[src/sv/hsda_pkg.sv]
// shared types, constants and helpers for the hall speed duty adapter
package hsda_pkg;

    localparam int unsigned IN_TDATA_W  = 8;
    localparam int unsigned OUT_TDATA_W = 120;
    localparam int unsigned SPEED_W     = 32;
    localparam int unsigned TARGET_W    = 20;
    localparam int unsigned DUTY_W      = 17;
    localparam int unsigned PHASE_W     = 3;
    localparam int unsigned CFG_IDX_W   = 3;
    localparam int unsigned DIV_CNT_W   = 5;
    localparam int unsigned PROD_W      = SPEED_W + DUTY_W;

    localparam logic [DUTY_W-1:0] FULL_DUTY      = 17'd65536;
    localparam logic [DUTY_W-1:0] DUTY_START_RST = 17'd65536;

    // register indexes
    localparam logic [CFG_IDX_W-1:0] REG_SPEED_SCALE  = 3'd0;
    localparam logic [CFG_IDX_W-1:0] REG_TARGET_SPEED = 3'd1;
    localparam logic [CFG_IDX_W-1:0] REG_LOOP_GAIN    = 3'd2;
    localparam logic [CFG_IDX_W-1:0] REG_DUTY_FLOOR   = 3'd3;
    localparam logic [CFG_IDX_W-1:0] REG_DUTY_CEILING = 3'd4;

    // sequencer phases
    localparam logic [PHASE_W-1:0] PH_WAIT_A1_LOW  = 3'd0;
    localparam logic [PHASE_W-1:0] PH_RISE_A1      = 3'd1;
    localparam logic [PHASE_W-1:0] PH_RISE_B1      = 3'd2;
    localparam logic [PHASE_W-1:0] PH_WAIT_A2_LOW  = 3'd3;
    localparam logic [PHASE_W-1:0] PH_WAIT_B2_LOW  = 3'd4;
    localparam logic [PHASE_W-1:0] PH_RISE_A2      = 3'd5;
    localparam logic [PHASE_W-1:0] PH_RISE_B2      = 3'd6;
    localparam logic [PHASE_W-1:0] PH_WAIT_REQ     = 3'd7;

    typedef struct packed {
        logic busy;
        logic done;
    } div_stat_t;

    function automatic logic [DUTY_W-1:0] lim_duty(input logic [DUTY_W-1:0] v);
        lim_duty = (v > FULL_DUTY) ? FULL_DUTY : v;
    endfunction

endpackage

[src/sv/hsda_divider.sv]
// restoring divider, one quotient bit per cycle
module hsda_divider
    import hsda_pkg::*;
(
    input  logic               clk,
    input  logic               rst_n,
    input  logic               start,
    input  logic [SPEED_W-1:0] dividend,
    input  logic [SPEED_W-1:0] divisor,
    output logic [SPEED_W-1:0] quotient,
    output div_stat_t          stat
);

    logic [SPEED_W-1:0]   rem_reg, rem_next;
    logic [SPEED_W-1:0]   quo_reg, quo_next;
    logic [SPEED_W-1:0]   dvs_reg, dvs_next;
    logic [DIV_CNT_W-1:0] cnt_reg, cnt_next;
    logic                 busy_reg, busy_next;
    logic                 done_reg, done_next;
    logic [SPEED_W:0]     shifted;
    logic [SPEED_W:0]     diff;
    logic                 ge;

    always_comb
    begin
        shifted   = {rem_reg, quo_reg[SPEED_W-1]};
        diff      = shifted - {1'b0, dvs_reg};
        ge        = (shifted >= {1'b0, dvs_reg});
        rem_next  = rem_reg;
        quo_next  = quo_reg;
        dvs_next  = dvs_reg;
        cnt_next  = cnt_reg;
        busy_next = busy_reg;
        done_next = 1'b0;
        if (start)
        begin
            rem_next  = '0;
            quo_next  = dividend;
            dvs_next  = divisor;
            cnt_next  = '0;
            busy_next = 1'b1;
        end
        else if (busy_reg)
        begin
            rem_next = ge ? diff[SPEED_W-1:0] : shifted[SPEED_W-1:0];
            quo_next = {quo_reg[SPEED_W-2:0], ge};
            cnt_next = cnt_reg + 1'b1;
            if (cnt_reg == DIV_CNT_W'(SPEED_W - 1))
            begin
                busy_next = 1'b0;
                done_next = 1'b1;
            end
        end
    end

    always_ff @(posedge clk or negedge rst_n)
    begin
        if (!rst_n)
        begin
            busy_reg <= 1'b0;
            done_reg <= 1'b0;
            cnt_reg  <= '0;
        end
        else
        begin
            busy_reg <= busy_next;
            done_reg <= done_next;
            cnt_reg  <= cnt_next;
        end
    end

    always_ff @(posedge clk)
    begin
        rem_reg <= rem_next;
        quo_reg <= quo_next;
        dvs_reg <= dvs_next;
    end

    assign quotient  = quo_reg;
    assign stat.busy = busy_reg;
    assign stat.done = done_reg;

endmodule

[src/sv/hall_speed_duty_adapter_core.sv]
// top level: hall period sequencer, speed average and proportional duty update
//
//  channel  | signals                          | payload
//  ---------+----------------------------------+------------------------------------------
//  s_axis   | s_axis_tvalid/tready/tdata[7:0]  | hall_a1, hall_a2, adapt_request
//  m_axis   | m_axis_tvalid/tready/tdata[119:0]| duty, flags, speed, periods, phase
//  cfg      | cfg_we, cfg_index, cfg_data      | five registers at indexes 0 to 4, other indexes are ignored
//
// a plain tick passes through the load state into the output register
// a completing measurement adds two divides through the serial divider
// a duty update runs the 17 step shift-add multiplier
// one request is worked at a time; the next is taken while a result waits in the output register
// reset is asynchronous and loads duty with the default start value
module hall_speed_duty_adapter_core
    import hsda_pkg::*;
#(
    parameter int unsigned TIMER_BITS = 32
)
(
    input  logic                   clk,
    input  logic                   rst_n,
    input  logic                   s_axis_tvalid,
    output logic                   s_axis_tready,
    // [0] hall_a1, [1] hall_a2, [2] adapt_request, [7:3] zero
    input  logic [IN_TDATA_W-1:0]  s_axis_tdata,
    output logic                   m_axis_tvalid,
    input  logic                   m_axis_tready,
    // [16:0] duty_q16, [17] duty_updated, [18] speed_valid, [50:19] wheel_speed_q16,
    // [82:51] period_first, [114:83] period_second, [117:115] seq_phase, [119:118] zero
    output logic [OUT_TDATA_W-1:0] m_axis_tdata,
    input  logic                   cfg_we,
    input  logic [CFG_IDX_W-1:0]   cfg_index,
    input  logic [SPEED_W-1:0]     cfg_data
);

    localparam logic [2:0] S_IDLE  = 3'd0;
    localparam logic [2:0] S_DIV1  = 3'd1;
    localparam logic [2:0] S_DIV2  = 3'd2;
    localparam logic [2:0] S_MUL   = 3'd3;
    localparam logic [2:0] S_ADAPT = 3'd4;
    localparam logic [2:0] S_LOAD  = 3'd5;

    localparam int unsigned ND_W = PROD_W - DUTY_W + 3;

    logic [SPEED_W-1:0]     speed_scale_reg;
    logic [TARGET_W-1:0]    target_speed_reg;
    logic [DUTY_W-1:0]      loop_gain_reg;
    logic [DUTY_W-1:0]      duty_floor_reg;
    logic [DUTY_W-1:0]      duty_ceiling_reg;

    logic [2:0]             state_reg, state_next;
    logic [PHASE_W-1:0]     phase_reg, phase_next;
    logic [TIMER_BITS-1:0]  elapsed_reg, elapsed_next;
    logic [DUTY_W-1:0]      duty_reg, duty_next;
    logic [SPEED_W-1:0]     last_speed_reg, last_speed_next;
    logic                   valid_flag_reg, valid_flag_next;
    logic                   upd_flag_reg, upd_flag_next;
    logic [DIV_CNT_W-1:0]   mul_cnt_reg, mul_cnt_next;
    logic                   m_tvalid_reg, m_tvalid_next;

    logic [TIMER_BITS-1:0]  rise_a1_reg, rise_a1_next;
    logic [TIMER_BITS-1:0]  rise_b1_reg, rise_b1_next;
    logic [TIMER_BITS-1:0]  rise_a2_reg, rise_a2_next;
    logic [TIMER_BITS-1:0]  p1_reg, p1_next;
    logic [TIMER_BITS-1:0]  p2_reg, p2_next;
    logic [SPEED_W-1:0]     speed1_reg, speed1_next;
    logic [PROD_W-1:0]      mul_acc_reg, mul_acc_next;
    logic [SPEED_W-1:0]     mul_mag_reg, mul_mag_next;
    logic                   err_neg_reg, err_neg_next;
    logic [OUT_TDATA_W-1:0] m_tdata_reg, m_tdata_next;

    logic                   div_start;
    logic [SPEED_W-1:0]     div_divisor;
    logic [SPEED_W-1:0]     div_quotient;
    div_stat_t              div_stat;

    logic                   hall_a1, hall_a2, adapt_req;
    logic                   load;
    logic [SPEED_W:0]       err;
    logic [SPEED_W:0]       mul_sum;
    logic [SPEED_W:0]       speed_sum;
    logic [PROD_W:0]        round_sum;
    logic [ND_W-1:0]        nd;
    logic [ND_W-1:0]        nd_ceil;
    logic [ND_W-1:0]        ceil_lim, floor_lim;
    logic [SPEED_W-1:0]     p1_out, p2_out;

    assign hall_a1   = s_axis_tdata[0];
    assign hall_a2   = s_axis_tdata[1];
    assign adapt_req = s_axis_tdata[2];

    hsda_divider u_div
    (
        .clk      (clk),
        .rst_n    (rst_n),
        .start    (div_start),
        .dividend (speed_scale_reg),
        .divisor  (div_divisor),
        .quotient (div_quotient),
        .stat     (div_stat)
    );

    always_comb
    begin
        state_next      = state_reg;
        phase_next      = phase_reg;
        elapsed_next    = elapsed_reg;
        duty_next       = duty_reg;
        last_speed_next = last_speed_reg;
        valid_flag_next = valid_flag_reg;
        upd_flag_next   = upd_flag_reg;
        mul_cnt_next    = mul_cnt_reg;
        rise_a1_next    = rise_a1_reg;
        rise_b1_next    = rise_b1_reg;
        rise_a2_next    = rise_a2_reg;
        p1_next         = p1_reg;
        p2_next         = p2_reg;
        speed1_next     = speed1_reg;
        mul_acc_next    = mul_acc_reg;
        mul_mag_next    = mul_mag_reg;
        err_neg_next    = err_neg_reg;
        div_start       = 1'b0;
        div_divisor     = 32'(p2_reg);
        load            = 1'b0;
        err             = {13'd0, target_speed_reg} - {1'b0, last_speed_reg};
        mul_sum         = {1'b0, mul_acc_reg[PROD_W-1:DUTY_W]}
                          + (mul_acc_reg[0] ? {1'b0, mul_mag_reg} : '0);
        speed_sum       = {1'b0, speed1_reg} + {1'b0, div_quotient};
        round_sum       = {1'b0, mul_acc_reg} + (PROD_W+1)'(16'hFFFF);
        ceil_lim        = ND_W'(lim_duty(duty_ceiling_reg));
        floor_lim       = ND_W'(lim_duty(duty_floor_reg));
        if (err_neg_reg)
        begin
            nd = ND_W'(duty_reg) - ND_W'(round_sum[PROD_W:16]);
        end
        else
        begin
            nd = ND_W'(duty_reg) + ND_W'(mul_acc_reg[PROD_W-1:16]);
        end
        nd_ceil = ($signed(nd) > $signed(ceil_lim)) ? ceil_lim : nd;

        unique case (state_reg)
            S_IDLE:
            begin
                if (s_axis_tvalid)
                begin
                    valid_flag_next = 1'b0;
                    upd_flag_next   = 1'b0;
                    state_next      = S_LOAD;
                    unique case (phase_reg)
                        PH_WAIT_A1_LOW:
                        begin
                            if (!hall_a1)
                                phase_next = PH_RISE_A1;
                        end
                        PH_RISE_A1:
                        begin
                            if (hall_a1)
                            begin
                                rise_a1_next = elapsed_reg;
                                phase_next   = PH_RISE_B1;
                            end
                        end
                        PH_RISE_B1:
                        begin
                            if (hall_a2)
                            begin
                                rise_b1_next = elapsed_reg;
                                phase_next   = PH_WAIT_A2_LOW;
                            end
                        end
                        PH_WAIT_A2_LOW:
                        begin
                            if (!hall_a1)
                                phase_next = PH_WAIT_B2_LOW;
                        end
                        PH_WAIT_B2_LOW:
                        begin
                            if (!hall_a2)
                                phase_next = PH_RISE_A2;
                        end
                        PH_RISE_A2:
                        begin
                            if (hall_a1)
                            begin
                                rise_a2_next = elapsed_reg;
                                phase_next   = PH_RISE_B2;
                            end
                        end
                        PH_RISE_B2:
                        begin
                            if (hall_a2)
                            begin
                                p1_next         = rise_a2_reg - rise_a1_reg;
                                p2_next         = elapsed_reg - rise_b1_reg;
                                phase_next      = PH_WAIT_REQ;
                                valid_flag_next = 1'b1;
                                div_start       = 1'b1;
                                div_divisor     = 32'(p1_next);
                                state_next      = S_DIV1;
                            end
                        end
                        PH_WAIT_REQ:
                        begin
                            if (adapt_req)
                            begin
                                err_neg_next  = err[SPEED_W];
                                mul_mag_next  = err[SPEED_W] ? SPEED_W'(-err) : err[SPEED_W-1:0];
                                mul_acc_next  = PROD_W'(loop_gain_reg);
                                mul_cnt_next  = '0;
                                upd_flag_next = 1'b1;
                                elapsed_next  = '0;
                                phase_next    = PH_WAIT_A1_LOW;
                                state_next    = S_MUL;
                            end
                        end
                        default:
                        begin
                            phase_next = phase_reg;
                        end
                    endcase
                    if ((phase_reg != PH_WAIT_REQ) && (phase_next != PH_WAIT_REQ))
                        elapsed_next = elapsed_reg + 1'b1;
                end
            end
            S_DIV1:
            begin
                if (div_stat.done)
                begin
                    speed1_next = div_quotient;
                    div_start   = 1'b1;
                    state_next  = S_DIV2;
                end
            end
            S_DIV2:
            begin
                if (div_stat.done)
                begin
                    last_speed_next = speed_sum[SPEED_W:1];
                    state_next      = S_LOAD;
                end
            end
            S_MUL:
            begin
                mul_acc_next = {mul_sum, mul_acc_reg[DUTY_W-1:1]};
                mul_cnt_next = mul_cnt_reg + 1'b1;
                if (mul_cnt_reg == DIV_CNT_W'(DUTY_W - 1))
                    state_next = S_ADAPT;
            end
            S_ADAPT:
            begin
                // the floor wins when the limits cross
                if ($signed(nd_ceil) < $signed(floor_lim))
                    duty_next = floor_lim[DUTY_W-1:0];
                else
                    duty_next = nd_ceil[DUTY_W-1:0];
                state_next = S_LOAD;
            end
            S_LOAD:
            begin
                if (!m_tvalid_reg || m_axis_tready)
                begin
                    load       = 1'b1;
                    state_next = S_IDLE;
                end
            end
            default:
            begin
                state_next = S_IDLE;
            end
        endcase
    end

    assign p1_out = valid_flag_reg ? 32'(p1_reg) : '0;
    assign p2_out = valid_flag_reg ? 32'(p2_reg) : '0;

    always_comb
    begin
        m_tdata_next  = m_tdata_reg;
        m_tvalid_next = m_tvalid_reg;
        if (load)
        begin
            m_tvalid_next = 1'b1;
            m_tdata_next  = {2'b00, phase_reg, p2_out, p1_out, last_speed_reg,
                             valid_flag_reg, upd_flag_reg, duty_reg};
        end
        else if (m_axis_tready)
        begin
            m_tvalid_next = 1'b0;
        end
    end

    always_ff @(posedge clk or negedge rst_n)
    begin
        if (!rst_n)
        begin
            state_reg        <= S_IDLE;
            phase_reg        <= PH_WAIT_A1_LOW;
            elapsed_reg      <= '0;
            duty_reg         <= lim_duty(DUTY_START_RST);
            last_speed_reg   <= '0;
            valid_flag_reg   <= 1'b0;
            upd_flag_reg     <= 1'b0;
            mul_cnt_reg      <= '0;
            m_tvalid_reg     <= 1'b0;
            speed_scale_reg  <= 32'd1081452145;
            target_speed_reg <= 20'd65536;
            loop_gain_reg    <= 17'd6554;
            duty_floor_reg   <= 17'd3277;
            duty_ceiling_reg <= 17'd65536;
        end
        else
        begin
            state_reg      <= state_next;
            phase_reg      <= phase_next;
            elapsed_reg    <= elapsed_next;
            duty_reg       <= duty_next;
            last_speed_reg <= last_speed_next;
            valid_flag_reg <= valid_flag_next;
            upd_flag_reg   <= upd_flag_next;
            mul_cnt_reg    <= mul_cnt_next;
            m_tvalid_reg   <= m_tvalid_next;
            if (cfg_we)
            begin
                priority case (cfg_index)
                    REG_SPEED_SCALE:  speed_scale_reg  <= cfg_data;
                    REG_TARGET_SPEED: target_speed_reg <= cfg_data[TARGET_W-1:0];
                    REG_LOOP_GAIN:    loop_gain_reg    <= cfg_data[DUTY_W-1:0];
                    REG_DUTY_FLOOR:   duty_floor_reg   <= cfg_data[DUTY_W-1:0];
                    REG_DUTY_CEILING: duty_ceiling_reg <= cfg_data[DUTY_W-1:0];
                    default:          speed_scale_reg  <= speed_scale_reg;
                endcase
            end
        end
    end

    always_ff @(posedge clk)
    begin
        rise_a1_reg <= rise_a1_next;
        rise_b1_reg <= rise_b1_next;
        rise_a2_reg <= rise_a2_next;
        p1_reg      <= p1_next;
        p2_reg      <= p2_next;
        speed1_reg  <= speed1_next;
        mul_acc_reg <= mul_acc_next;
        mul_mag_reg <= mul_mag_next;
        err_neg_reg <= err_neg_next;
        m_tdata_reg <= m_tdata_next;
    end

    assign s_axis_tready = (state_reg == S_IDLE);
    assign m_axis_tvalid = m_tvalid_reg;
    assign m_axis_tdata  = m_tdata_reg;

endmodule

[config.mk]
export PLATFORM = sky130hd
export DESIGN_NAME = hall_speed_duty_adapter_core
export DESIGN_NICKNAME = d
export VERILOG_FILES = /design/src/sv/hsda_pkg.sv /design/src/sv/hsda_divider.sv /design/src/sv/hall_speed_duty_adapter_core.sv
export SDC_FILE = /design/constraint.sdc
export NUM_CORES = 2
export LEC_CHECK = 0
export BUFFER_PORTS_ARGS = -buffer_cell sky130_fd_sc_hd__buf_2
export CORE_MARGIN = 3
export CORE_UTILIZATION = 57
export DETAILED_ROUTE_END_ITERATION = 8
export GPL_ROUTABILITY_DRIVEN = 0
export MAX_ROUTING_LAYER = met4
export PLACE_DENSITY = 0.88
export SLEW_MARGIN = 10
export SYNTH_ARGS = -nofsm -noshare
export SYNTH_HDL_FRONTEND = slang
export SYNTH_SLANG_ARGS = --single-unit
[constraint.sdc]
create_clock -name clk -period 8 [get_ports clk]
set_input_delay 1.6 -clock clk [delete_from_list [all_inputs] [get_ports clk]]
set_output_delay 1.6 -clock clk [all_outputs]
set_load 0.02 [all_outputs]
==> impl_metrics.yaml <==
setup_path:
  worstPathMaxFanout: 8
  reg2reg_depth: 40
  cp-startpoint: "mul_acc_reg[10]$_DFFE_PP_"
  start_kind: "flip-flop"
  slowest_stage: "or4_4"
  max_stage_delay_ns: 0.48
  crit_path_end_kind: "flip-flop"
  reg2reg_from: "mul_acc_reg[10]$_DFFE_PP_"
  worstReg2RegEnd: "duty_reg[8]$_DFFE_PN0N_"
  worst_ep_arrival_time_ns: 8.35
  crit_type: "reg -> reg"
  reg2reg_setup_slack_ns: 0.20
  cpMostUsedCell: "o21a_1"
  crit_required_ns: 8.55
routing:
  ant_nets: 0
  wl_mm: 94.5
  vias: 29700
  first_pass_iters: 6
  drt_iter0_drc: 2394
  drc: 0
  routedWlPerCell_um: 19.4
  vias_per_cell: 6.09
sta:
  hold_viol: 0
  worstMarginPinSlew_ns: 1.15
  relSlewSlack_pct: 21.6
  finalWorstPathRequiredPeriod_ns: 7.80
  drv_slew: 0
  skew_ns: 0.0361
  max_freq_ghz: 0.128
  setup_viol: 0
  rsz0062_at_grt: "yes"
  tns_ns: 0
  finalCritPeriodShare_pct: 97.5
synth:
  synth.avg_cell_area_um2: 10.4
  async_flop_share_pct: 29.6
  yosys_register_bits: 693
  syn_inst: 3755
  synth-main-ff-cell: "edfxtp_1"
  synth_cell_type_count: 94
  syn-cell-area_um2: 39200
  synth-edff-count: 456
  ys_seq_area_share_pct: 49.8
  ys_warn_count: 0
placed_design:
  port_buffers: 162
  hpwl_mm: 64.2
  postPlaceCellArea_um2: 41100
global_routing:
  grt_pass1_vias: 28700
  grt_antenna_before_repair: 1
  track_usage_pct: 26.5
  grt_pass1_wl_mm: 148
  grt_max_degree: 80
  grt_overflow: 0
cells_and_area:
  mostFrequentLayoutCells: "nand2_1, edfxtp_1, ha_1"
  final_nets: 4238
  final_design_area_no_fill_um2: 44100
  syn_to_final_growth_pct: 12.6
  largest_register_ff_count: 118
  seq_area_um2: 19500
  layout_commonest_cell: "nand2_1"
  drive_gt1_share_pct: 14.6
  final_util_pct: 65.3
  multiInputGateArea_um2: 18700
  fill_cells: 4752
floorplan:
  design.core.area_um2: 67600
  initial_core_util_pct: 57.9
  row_count: 95
  dieArea_um2: 71900
  die_h_um: 268
  ioPinCount: 170
  die_width_um: 268
power:
  powerDensity_nw_per_um2: 304
  power.leakage_nw: 18.5
  peakVddDrop_mv: 0.186
worst_hold_path:
  hold_path_end: "m_axis_tdata[22]$_DFFE_PP_"
  holdPathStages: 0
  min_path_type: "reg -> reg"
  hold_start: "last_speed_reg[3]$_DFFE_PN0P_"
cts:
  cts_tree: "done"
  clk_latency_ns: 0.63
  htreeDepth: 3
  cts_hold_buf: 0
  cts_buffers: 76
  numClockSinks: 693
  ctsLongestPathBuffers: 3
  cts_root_buffer: "clkbuf_16"
  path_clk_slew_ns: 0.06
run_status:
  status: "finished clean"
job:
  max_cap_violations: 0
-- area by class of cell --
cell class | instances | area share, %
inverters | 223 | 1.90
repair buffers | 217 | 3.08
clock inverters | 41 | 1.14
diodes | 3 | 0.0170
clock buffers | 100 | 4.75
well taps | 873 | 2.47
flip-flops and latches | 693 | 44.2
multi-input cells | 2726 | 42.4
-- metal layers --
layer | global-route usage [%] | wire length (um)
met1 | 31.8 | 37000
met2 | 44.4 | 46500
met3 | 3.90 | 6320
met4 | 12.1 | 4690
met5 | - | 0
-- cells in the mapped netlist, types with 12 or more instances --
cell type / number / area [um2]
nor3_1: 81 / 405
nand4_1: 40 / 250
a21boi_0: 22 / 165
mux2i_1: 45 / 450
or3_1: 29 / 181
a21oi_1: 188 / 941
dfstp_2: 31 / 815
xor2_1: 107 / 937
o21a_1: 39 / 293
and2_1: 134 / 838
clkbuf_1: 90 / 338
nor4_1: 27 / 169
o31ai_1: 27 / 203
buf_1: 12 / 45.0
mux2_2: 111 / 1250
or4_1: 27 / 203
nor2b_1: 37 / 231
dfrtp_1: 174 / 4350
inv_1: 217 / 815
edfxtp_1: 456 / 13700
nor2_1: 229 / 860
o21bai_1: 16 / 120
nor3b_1: 14 / 105
xnor2_1: 151 / 1320
a21o_1: 54 / 405
a22oi_1: 20 / 150
o21ai_0: 186 / 931
a31oi_1: 29 / 181
and3_1: 38 / 238
nand2_1: 477 / 1790
or2_2: 17 / 106
dfxtp_1: 32 / 641
ha_1: 245 / 3070
nand2b_1: 41 / 257
a211oi_1: 29 / 218
nand3_1: 98 / 490
-- worst max-delay path, delay by kind of cell, from the launching register on --
kind            cells  cell delay, ns
flops               1            0.44
simple gates       11            1.91
compound gates     21            3.47
buf+inv             2            0.25
fa+ha+maj           5            1.53
xor+xnor            1            0.15
-- report_power, final --
group          leakage (nW)  internal [W]  switching [W]
Clock                  1.24       0.00216        0.00147
Combinational          10.4       0.00201        0.00278
Sequential             6.87       0.00451       0.000498
Total                  18.5       0.00868        0.00475
-- stage by stage --
step / std cells / hold slack, ns / power [W] / setup WS (ns)
4_1_cts: 4858 / 0.485 / 0.0132 / 0.0555
5_1_grt: 4874 / 0.497 / 0.0142 / -0.197
2_1_floorplan: 3756 / 0.423 / 0.00846 / 0.112
3_3_place_gp: 4717 / 0.463 / 0.00938 / 0.191
3_5_place_dp: 4717 / 0.471 / 0.00955 / -0.0265
6_report: 4876 / 0.484 / 0.0134 / 0.196
-- worst max-delay path by stage --
stage / endpoint / cells after the start
final: duty_reg[8]$_DFFE_PN0N_ / 40
after global routing: duty_reg[1]$_DFFE_PN0N_ / 37
after global placement: duty_reg[9]$_DFFE_PN0N_ / 40
after CTS: duty_reg[8]$_DFFE_PN0N_ / 42
after detailed placement: duty_reg[8]$_DFFE_PN0N_ / 42
after floorplan: duty_reg[10]$_DFFE_PN0N_ / 44
-- cell families (layout without fill, tap and decap cells) --
| kind of cell | count (synthesis) | in the layout | synth area share, % |
|---|---|---|---|
| fa+ha+maj | 254 | 254 | 8.26 |
| mux | 157 | 157 | 4.38 |
| buf+inv | 337 | 581 | 3.31 |
| flops | 693 | 693 | 49.8 |
| other cells | 1 | 5 | 0.00957 |
| xor+xnor | 260 | 260 | 5.85 |
| simple gates | 1331 | 1331 | 16.7 |
| compound gates | 722 | 722 | 11.7 |
-- timing repair --
item | 4_1_cts | 5_1_grt
hold endpoints to repair | 0 | 0
setup buffers | 0 | 10
pin swaps | 1 | 36
gates cloned | 0 | 5
gates resized for setup | 6 | 58
endpoints found under the setup margin | 16 | 17
Power figures use the tool's default switching activity.
